File: config.mk
export PLATFORM = sky130hd
export DESIGN_NAME = rycb_blend
export DESIGN_NICKNAME = d
export VERILOG_FILES = /design/src/rtl/rycb_pkg.sv /design/src/rtl/rycb_blend.sv
export SDC_FILE = /design/constraint.sdc
export NUM_CORES = 1
export LEC_CHECK = 0
export ABC_AREA = 1
export BUFFER_PORTS_ARGS = -buffer_cell sky130_fd_sc_hd__buf_2
export CORE_MARGIN = 2
export CORE_UTILIZATION = 28
export CTS_CLUSTER_SIZE = 8
export DETAILED_ROUTE_END_ITERATION = 6
export GPL_TIMING_DRIVEN = 0
export SETUP_SLACK_MARGIN = 0.4
export SLEW_MARGIN = 20
export SYNTH_ARGS = -nofsm -noshare
export SYNTH_HDL_FRONTEND = slang
export SYNTH_SLANG_ARGS = --single-unit
File: constraint.sdc
create_clock -name i_clk -period 5.85 [get_ports i_clk]
set_clock_uncertainty 0.1 [all_clocks]
set_input_delay 1.755 -clock i_clk [delete_from_list [all_inputs] [get_ports i_clk]]
set_output_delay 1.755 -clock i_clk [all_outputs]
set_load 0.03 [all_outputs]
File: src/rtl/rycb_pkg.sv
`timescale 1ns / 1ps
// ----------------------------------------------------------------------------
// rycb_pkg: shared types and constants of the RGB555 to YCbCr blender
// Holds the pixel layout, the fixed-point widths and the coefficient tables of
// the three color standards in TV and full range.
// ----------------------------------------------------------------------------
package rycb_pkg;

    // Pixel word layout
    localparam int PIX_W   = 19;
    localparam int CH_W    = 5;
    localparam int LVL_W   = 4;
    localparam int R_LSB   = 0;
    localparam int G_LSB   = 5;
    localparam int B_LSB   = 10;
    localparam int L_LSB   = 15;

    // Datapath widths
    localparam int SC_W    = 9;   // scaled channel, 0..496
    localparam int COEF_W  = 31;  // coefficient magnitude, 32 fraction bits
    localparam int PROD_W  = COEF_W + SC_W;
    localparam int SUM_W   = PROD_W + 3;
    localparam int VAL_W   = 30;  // per-pixel value, 22 fraction bits
    localparam int ACC_W   = 32;
    localparam int OUT_W   = 16;
    localparam int YOFF_W  = 5;
    localparam int FRAC_IN = 32;
    localparam int FRAC_DROP = 10;
    localparam int OUT_SH16  = 14;
    localparam int OUT_SH8   = 22;
    localparam int CHROMA_OFF = 128;
    localparam int LUMA_OFF_TV = 16;

    // Channel and color indexes
    localparam int CH_Y  = 0;
    localparam int CH_CB = 1;
    localparam int CH_CR = 2;
    localparam int COL_R = 0;
    localparam int COL_G = 1;
    localparam int COL_B = 2;

    // Configuration register indexes
    localparam logic [1:0] CFG_STD   = 2'd0;
    localparam logic [1:0] CFG_FULL  = 2'd1;
    localparam logic [1:0] CFG_EIGHT = 2'd2;

    // Color standard codes
    localparam logic [1:0] STD_601  = 2'd0;
    localparam logic [1:0] STD_709  = 2'd1;
    localparam logic [1:0] STD_240M = 2'd2;

    // Coefficient derivation, all resolved at elaboration
    localparam longint ONE32 = 64'sd4294967296;
    localparam longint KDEN  = 10000;
    localparam longint RDIV  = 496;
    localparam longint KR [0:2] = '{2990, 2126, 2120};
    localparam longint KB [0:2] = '{1140, 722, 870};
    localparam longint KG [0:2] = '{KDEN - KR[0] - KB[0], KDEN - KR[1] - KB[1],
                                    KDEN - KR[2] - KB[2]};
    localparam longint SY [0:1] = '{219, 255};
    localparam longint SC [0:1] = '{224, 255};
    localparam longint DY = KDEN * RDIV;
    localparam longint DH = 2 * RDIV;
    localparam longint DB [0:2] = '{2 * (KDEN - KB[0]) * RDIV, 2 * (KDEN - KB[1]) * RDIV,
                                    2 * (KDEN - KB[2]) * RDIV};
    localparam longint DR [0:2] = '{2 * (KDEN - KR[0]) * RDIV, 2 * (KDEN - KR[1]) * RDIV,
                                    2 * (KDEN - KR[2]) * RDIV};

    // Tables indexed by {standard, full_range}; magnitudes rounded to nearest
    localparam longint YR [0:5] = '{
        (2 * KR[0] * SY[0] * ONE32 + DY) / (2 * DY), (2 * KR[0] * SY[1] * ONE32 + DY) / (2 * DY),
        (2 * KR[1] * SY[0] * ONE32 + DY) / (2 * DY), (2 * KR[1] * SY[1] * ONE32 + DY) / (2 * DY),
        (2 * KR[2] * SY[0] * ONE32 + DY) / (2 * DY), (2 * KR[2] * SY[1] * ONE32 + DY) / (2 * DY)};
    localparam longint YG [0:5] = '{
        (2 * KG[0] * SY[0] * ONE32 + DY) / (2 * DY), (2 * KG[0] * SY[1] * ONE32 + DY) / (2 * DY),
        (2 * KG[1] * SY[0] * ONE32 + DY) / (2 * DY), (2 * KG[1] * SY[1] * ONE32 + DY) / (2 * DY),
        (2 * KG[2] * SY[0] * ONE32 + DY) / (2 * DY), (2 * KG[2] * SY[1] * ONE32 + DY) / (2 * DY)};
    localparam longint YB [0:5] = '{
        (2 * KB[0] * SY[0] * ONE32 + DY) / (2 * DY), (2 * KB[0] * SY[1] * ONE32 + DY) / (2 * DY),
        (2 * KB[1] * SY[0] * ONE32 + DY) / (2 * DY), (2 * KB[1] * SY[1] * ONE32 + DY) / (2 * DY),
        (2 * KB[2] * SY[0] * ONE32 + DY) / (2 * DY), (2 * KB[2] * SY[1] * ONE32 + DY) / (2 * DY)};
    localparam longint CBR [0:5] = '{
        (2 * KR[0] * SC[0] * ONE32 + DB[0]) / (2 * DB[0]),
        (2 * KR[0] * SC[1] * ONE32 + DB[0]) / (2 * DB[0]),
        (2 * KR[1] * SC[0] * ONE32 + DB[1]) / (2 * DB[1]),
        (2 * KR[1] * SC[1] * ONE32 + DB[1]) / (2 * DB[1]),
        (2 * KR[2] * SC[0] * ONE32 + DB[2]) / (2 * DB[2]),
        (2 * KR[2] * SC[1] * ONE32 + DB[2]) / (2 * DB[2])};
    localparam longint CBG [0:5] = '{
        (2 * KG[0] * SC[0] * ONE32 + DB[0]) / (2 * DB[0]),
        (2 * KG[0] * SC[1] * ONE32 + DB[0]) / (2 * DB[0]),
        (2 * KG[1] * SC[0] * ONE32 + DB[1]) / (2 * DB[1]),
        (2 * KG[1] * SC[1] * ONE32 + DB[1]) / (2 * DB[1]),
        (2 * KG[2] * SC[0] * ONE32 + DB[2]) / (2 * DB[2]),
        (2 * KG[2] * SC[1] * ONE32 + DB[2]) / (2 * DB[2])};
    localparam longint CRG [0:5] = '{
        (2 * KG[0] * SC[0] * ONE32 + DR[0]) / (2 * DR[0]),
        (2 * KG[0] * SC[1] * ONE32 + DR[0]) / (2 * DR[0]),
        (2 * KG[1] * SC[0] * ONE32 + DR[1]) / (2 * DR[1]),
        (2 * KG[1] * SC[1] * ONE32 + DR[1]) / (2 * DR[1]),
        (2 * KG[2] * SC[0] * ONE32 + DR[2]) / (2 * DR[2]),
        (2 * KG[2] * SC[1] * ONE32 + DR[2]) / (2 * DR[2])};
    localparam longint CRB [0:5] = '{
        (2 * KB[0] * SC[0] * ONE32 + DR[0]) / (2 * DR[0]),
        (2 * KB[0] * SC[1] * ONE32 + DR[0]) / (2 * DR[0]),
        (2 * KB[1] * SC[0] * ONE32 + DR[1]) / (2 * DR[1]),
        (2 * KB[1] * SC[1] * ONE32 + DR[1]) / (2 * DR[1]),
        (2 * KB[2] * SC[0] * ONE32 + DR[2]) / (2 * DR[2]),
        (2 * KB[2] * SC[1] * ONE32 + DR[2]) / (2 * DR[2])};
    // Unit chroma weight, depends on the range only
    localparam longint HALF [0:1] = '{
        (2 * SC[0] * ONE32 + DH) / (2 * DH), (2 * SC[1] * ONE32 + DH) / (2 * DH)};

    // Selected coefficient set: magnitudes [channel][color], signs are fixed
    typedef struct packed {
        logic [2:0][2:0][COEF_W-1:0] mag;
        logic [YOFF_W-1:0]           y_off;
    } t_coef;

    // Per-pixel Y, Cb, Cr values
    typedef logic [2:0][VAL_W-1:0] t_ycc;

    // Control that travels with each beat
    typedef struct packed {
        logic       vld;
        logic [1:0] cnt;
    } t_ctl;

    // Pick the coefficient set; unknown standard falls back to BT.601
    function automatic t_coef coef_select(input logic [1:0] std, input logic full);
        t_coef      c;
        logic [1:0] k;
        logic [2:0] idx;
        case (std)
            STD_709:  k = 2'd1;
            STD_240M: k = 2'd2;
            default:  k = 2'd0;
        endcase
        idx = {k, full};
        c.mag[CH_Y][COL_R]  = COEF_W'(YR[idx]);
        c.mag[CH_Y][COL_G]  = COEF_W'(YG[idx]);
        c.mag[CH_Y][COL_B]  = COEF_W'(YB[idx]);
        c.mag[CH_CB][COL_R] = COEF_W'(CBR[idx]);
        c.mag[CH_CB][COL_G] = COEF_W'(CBG[idx]);
        c.mag[CH_CB][COL_B] = COEF_W'(HALF[full]);
        c.mag[CH_CR][COL_R] = COEF_W'(HALF[full]);
        c.mag[CH_CR][COL_G] = COEF_W'(CRG[idx]);
        c.mag[CH_CR][COL_B] = COEF_W'(CRB[idx]);
        c.y_off = full ? YOFF_W'(0) : YOFF_W'(LUMA_OFF_TV);
        return c;
    endfunction

endpackage

File: src/rtl/rycb_blend.sv
`timescale 1ns / 1ps
// ----------------------------------------------------------------------------
// rycb_blend: pixel averaging and output formatting
// Sums the selected lanes, divides by the pixel count and cuts the result to
// the 16-bit or 8-bit output format in one register stage.
// ----------------------------------------------------------------------------
module rycb_blend import rycb_pkg::*; (
    input  logic             i_clk,
    input  logic             i_rst_n,
    input  t_ctl             i_ctl,
    input  logic             i_eight,
    input  t_ycc [3:0]       i_val,
    output logic             o_strobe,
    output logic [OUT_W-1:0] o_luma,
    output logic [OUT_W-1:0] o_cb,
    output logic [OUT_W-1:0] o_cr
);

    logic                   r_strobe;
    logic [2:0][OUT_W-1:0]  r_out;
    logic [2:0][OUT_W-1:0]  n_out;
    logic                   use_b;
    logic                   use_cd;
    logic [1:0]             sh;
    logic [2:0][ACC_W-1:0]  acc;
    logic [2:0][ACC_W-1:0]  avg;

    // Sum the used pixels, shift by log2 of the count, pick the format
    always_comb begin
        use_b  = i_ctl.cnt[1] | i_ctl.cnt[0];
        use_cd = i_ctl.cnt[1];
        sh     = i_ctl.cnt[1] ? 2'd2 : {1'b0, i_ctl.cnt[0]};
        for (int c = 0; c < 3; c++) begin
            acc[c] = ACC_W'(i_val[0][c])
                   + (use_b  ? ACC_W'(i_val[1][c]) : '0)
                   + (use_cd ? ACC_W'(i_val[2][c]) + ACC_W'(i_val[3][c]) : '0);
            avg[c] = acc[c] >> sh;
            n_out[c] = i_eight ? OUT_W'(avg[c] >> OUT_SH8) : OUT_W'(avg[c] >> OUT_SH16);
        end
    end

    // Strobe control
    always_ff @(posedge i_clk) begin
        if (!i_rst_n) begin
            r_strobe <= 1'b0;
        end else begin
            r_strobe <= i_ctl.vld;
        end
    end

    // Hold the result until the next beat
    always_ff @(posedge i_clk) begin
        if (i_ctl.vld) begin
            r_out <= n_out;
        end
    end

    assign o_strobe = r_strobe;
    assign o_luma   = r_out[CH_Y];
    assign o_cb     = r_out[CH_CB];
    assign o_cr     = r_out[CH_CR];

endmodule

==> reports/metrics.cfg <==
[run_status]
status = finished, final reports clean

[detailed_routing]
ant_nets = 0
wl_microns = 73400
drc_errors = 0
drt-pass1-iter-count = 6
drt_iter0_drc = 1223
num_vias = 20200
viasPerCell = 5.12
wl_per_cell_microns = 18.6

[logic_synthesis]
synth_area_sq_mm = 0.0161
synth_edf_count = 48
synth_largest_area_cell = nand2_1
ys_seq_area_frac = 0.0907
synth.avg_cell_area_sq_um = 6.07
synth_warnings = 0
synth_cell_types = 53
synthFlopType = edfxtp_1
synth_area_leaders = nand2_1, ha_1, fa_1, nor2_1, edfxtp_1
netlist_instances = 2654
ys_async_sr_fraction = 0
synth_top_area_share = 0.142
synth_nets = 3290
yosys_register_bits = 49

[floorplanning]
core_sq_mm = 0.0566
fp-row-count = 87
boundaryPins = 415
die_x_microns = 244
die_height_microns = 244
die-area_sq_mm = 0.0595
start_util = 0.285

[critical_path]
worst_setup_path_start_kind = input port
worstPathMaxFanout = 4
worstSetupStartpoint = i_val[338]
timing.critical_path.to_type = flip-flop
cp_data_arrival_time_ns = 5.47
crit_type = input port to flip-flop
worst_ep_required_time_ns = 5.77

[clock_network]
cts_tree = yes
cts_buffer_depth = 2
cts_hold_buf = 0
cts.clk_slew.worst_paths_ns = 0.06
cts_root_buf = clkbuf_16
cts.sinks = 49
numCtsBuffers = 5
cts_htree_levels = 2

[power_and_ir_drop]
p_switching_uw = 3120
internal_power_uw = 2490
clkPwrFrac = 0.052
netSwitchingFraction = 0.557
pwr_density_cell_mw_per_mm2 = 235
power.total_uw = 5610
p_comb_frac = 0.854
peakVddDrop_mv = 0.107
p_leak_uw = 0.0109
power_frac_seq = 0.094

[global_route]
overflow = 0
antenna_found_initial = 12
met3_usage = 0.0313
grt_pass1_wl_microns = 109000
grt_use_total = 0.234
grt_pass1_vias = 20000
top_usage_layer = met2
grt_max_degree = 50
grt_use_met1 = 0.287
met2_usage = 0.418

[layout]
areaGrowthSynthToFinish_pct = 48.4
finalNonFillerCells = 3944
layout-drive-gt1-share = 0.398
finish.instance_area_sq_mm = 0.0239
fin_nets = 3816
utilization = 0.422

[timing]
slew-limit-headroom = 0.417
fin_crit_ns = 5.55
setup_viol = 0
worst_slack_ns = 0.298
min_period_over_period = 0.949
final_max_slew_viol_count = 0
worst_pin_slew_ns = 0.874
fmax_ghz = 0.180
grt_setup_unrepaired = true
final_hold_viol_count = 0

[hold_path]
hold_class = input port to flip-flop
worstHoldStart = i_rst_n

[placed_design]
placed_area_sq_mm = 0.0192
dpl.cell_count = 3824
place_congestion = 0.986
dpl_worst_slack_ns = -0.944
dp_hpwl_microns = 60800
io_buffer_count = 413

[job]
max_cap_viol_count = 0

==> through the flow <==
stage                     TNS, ns  hold WS (ns)
after global routing            0          1.54
after floorplan                 0          1.75
after detailed placement   -37.34          1.84
after CTS                       0          1.54
final                           0          1.54
after global placement     -39.81          1.84
==> flip-flops by register name, summed over array words and instances (netlist names) <==
name      count
o_strobe      1
o_cb         16
o_luma       16
o_cr         16
==> final cells by class <==
type / instances / area (sq um)
clock inverter: 2 / 13.8
buffer: 42 / 214
fill: 5987 / 32700
multi-input combinational: 2223 / 16900
timing repair buffer: 519 / 2930
sequential: 49 / 1460
antenna: 7 / 17.5
clock buffer: 6 / 129
inverter: 340 / 1290
tap: 756 / 946
==> synth_stat cells, types with 4 or more instances <==
| library cell | number |
|---|---|
| a21o_1 | 17 |
| a21oi_1 | 272 |
| a31oi_1 | 12 |
| and2_1 | 4 |
| buf_1 | 4 |
| buf_2 | 6 |
| clkbuf_1 | 29 |
| edfxtp_1 | 48 |
| fa_1 | 90 |
| ha_1 | 180 |
| inv_1 | 334 |
| inv_2 | 5 |
| nand2_1 | 611 |
| nand2_2 | 13 |
| nand3_1 | 245 |
| nand3_2 | 10 |
| nand3b_1 | 18 |
| nand4_1 | 38 |
| nor2_1 | 388 |
| nor2_2 | 8 |
| nor3_1 | 36 |
| nor3_2 | 5 |
| nor4_1 | 7 |
| o21a_1 | 22 |
| o21ai_0 | 155 |
| o21ai_1 | 14 |
| o21bai_1 | 22 |
| xnor2_1 | 5 |
| xor2_1 | 19 |
==> repair_timing <==
action | CTS | global route
endpoints found under the setup margin | 48 | 48
buffers inserted | 53 | 52
pin swaps | 165 | 191
resized for setup | 526 | 412
==> cells by family after synthesis <==
kind of cell,count (synthesis),synth area share
buf+inv,382,0.0904
simple gates,1388,0.368
fa+ha+maj,270,0.252
flops,49,0.0907
xor+xnor,24,0.0130
compound gates,541,0.187
==> layout by cell type, fill, tap and decap left out, drive strengths merged, types with 7 or more instances in the layout <==
cell / count
a21oi: 275
a31oi: 13
diode: 7
nor2: 396
nor4: 9
clkbuf: 35
buf: 532
edfxtp: 48
nand3: 255
inv: 340
nor3: 41
xor2: 19
o21bai: 25
o21ai: 170
a21o: 17
nand4: 38
o21a: 22
ha: 180
nand2: 624
fa: 90
nand3b: 18
==> final timing paths <==
kind,depth (start not counted),slack [ns],to
setup / recovery,25,0.30,o_cr[13]
hold / removal,3,1.54,o_strobe
==> power groups by stage <==
stage / sequential [uW] / clock, uW / combinational (uW)
6_report: 529 / 289 / 4790
5_1_grt: 533 / 307 / 5220
4_1_cts: 529 / 293 / 4150
3_5_place_dp: 536 / 0 / 3470
3_3_place_gp: 536 / 0 / 3480
2_1_floorplan: 654 / 0 / 2280
==> worst max-delay path, cell delays in order <==
cell	delay, ns
buf_2	0.12
ha_4	0.22
a21o_1	0.19
o21bai_4	0.18
a21oi_2	0.12
nand2_2	0.10
nand2_1	0.09
nand2_2	0.09
a21oi_2	0.18
xor2_1	0.20
nor2_1	0.10
fa_2	0.61
ha_4	0.24
a21oi_4	0.19
o21ai_2	0.11
a21oi_2	0.21
nor2_2	0.09
nor2_4	0.13
nand3_2	0.12
nand2_1	0.09
nand2_1	0.07
nand2_2	0.10
inv_2	0.05
nand2_2	0.06
nor2_2	0.06
==> metal layers <==
layer	part of all wire	wire length (microns)
met1	0.41	30300
met2	0.49	35700
met3	0.063	4630
met4	0.037	2720
met5	0.00091	67
Note: power is estimated with default switching activity, not from simulation.
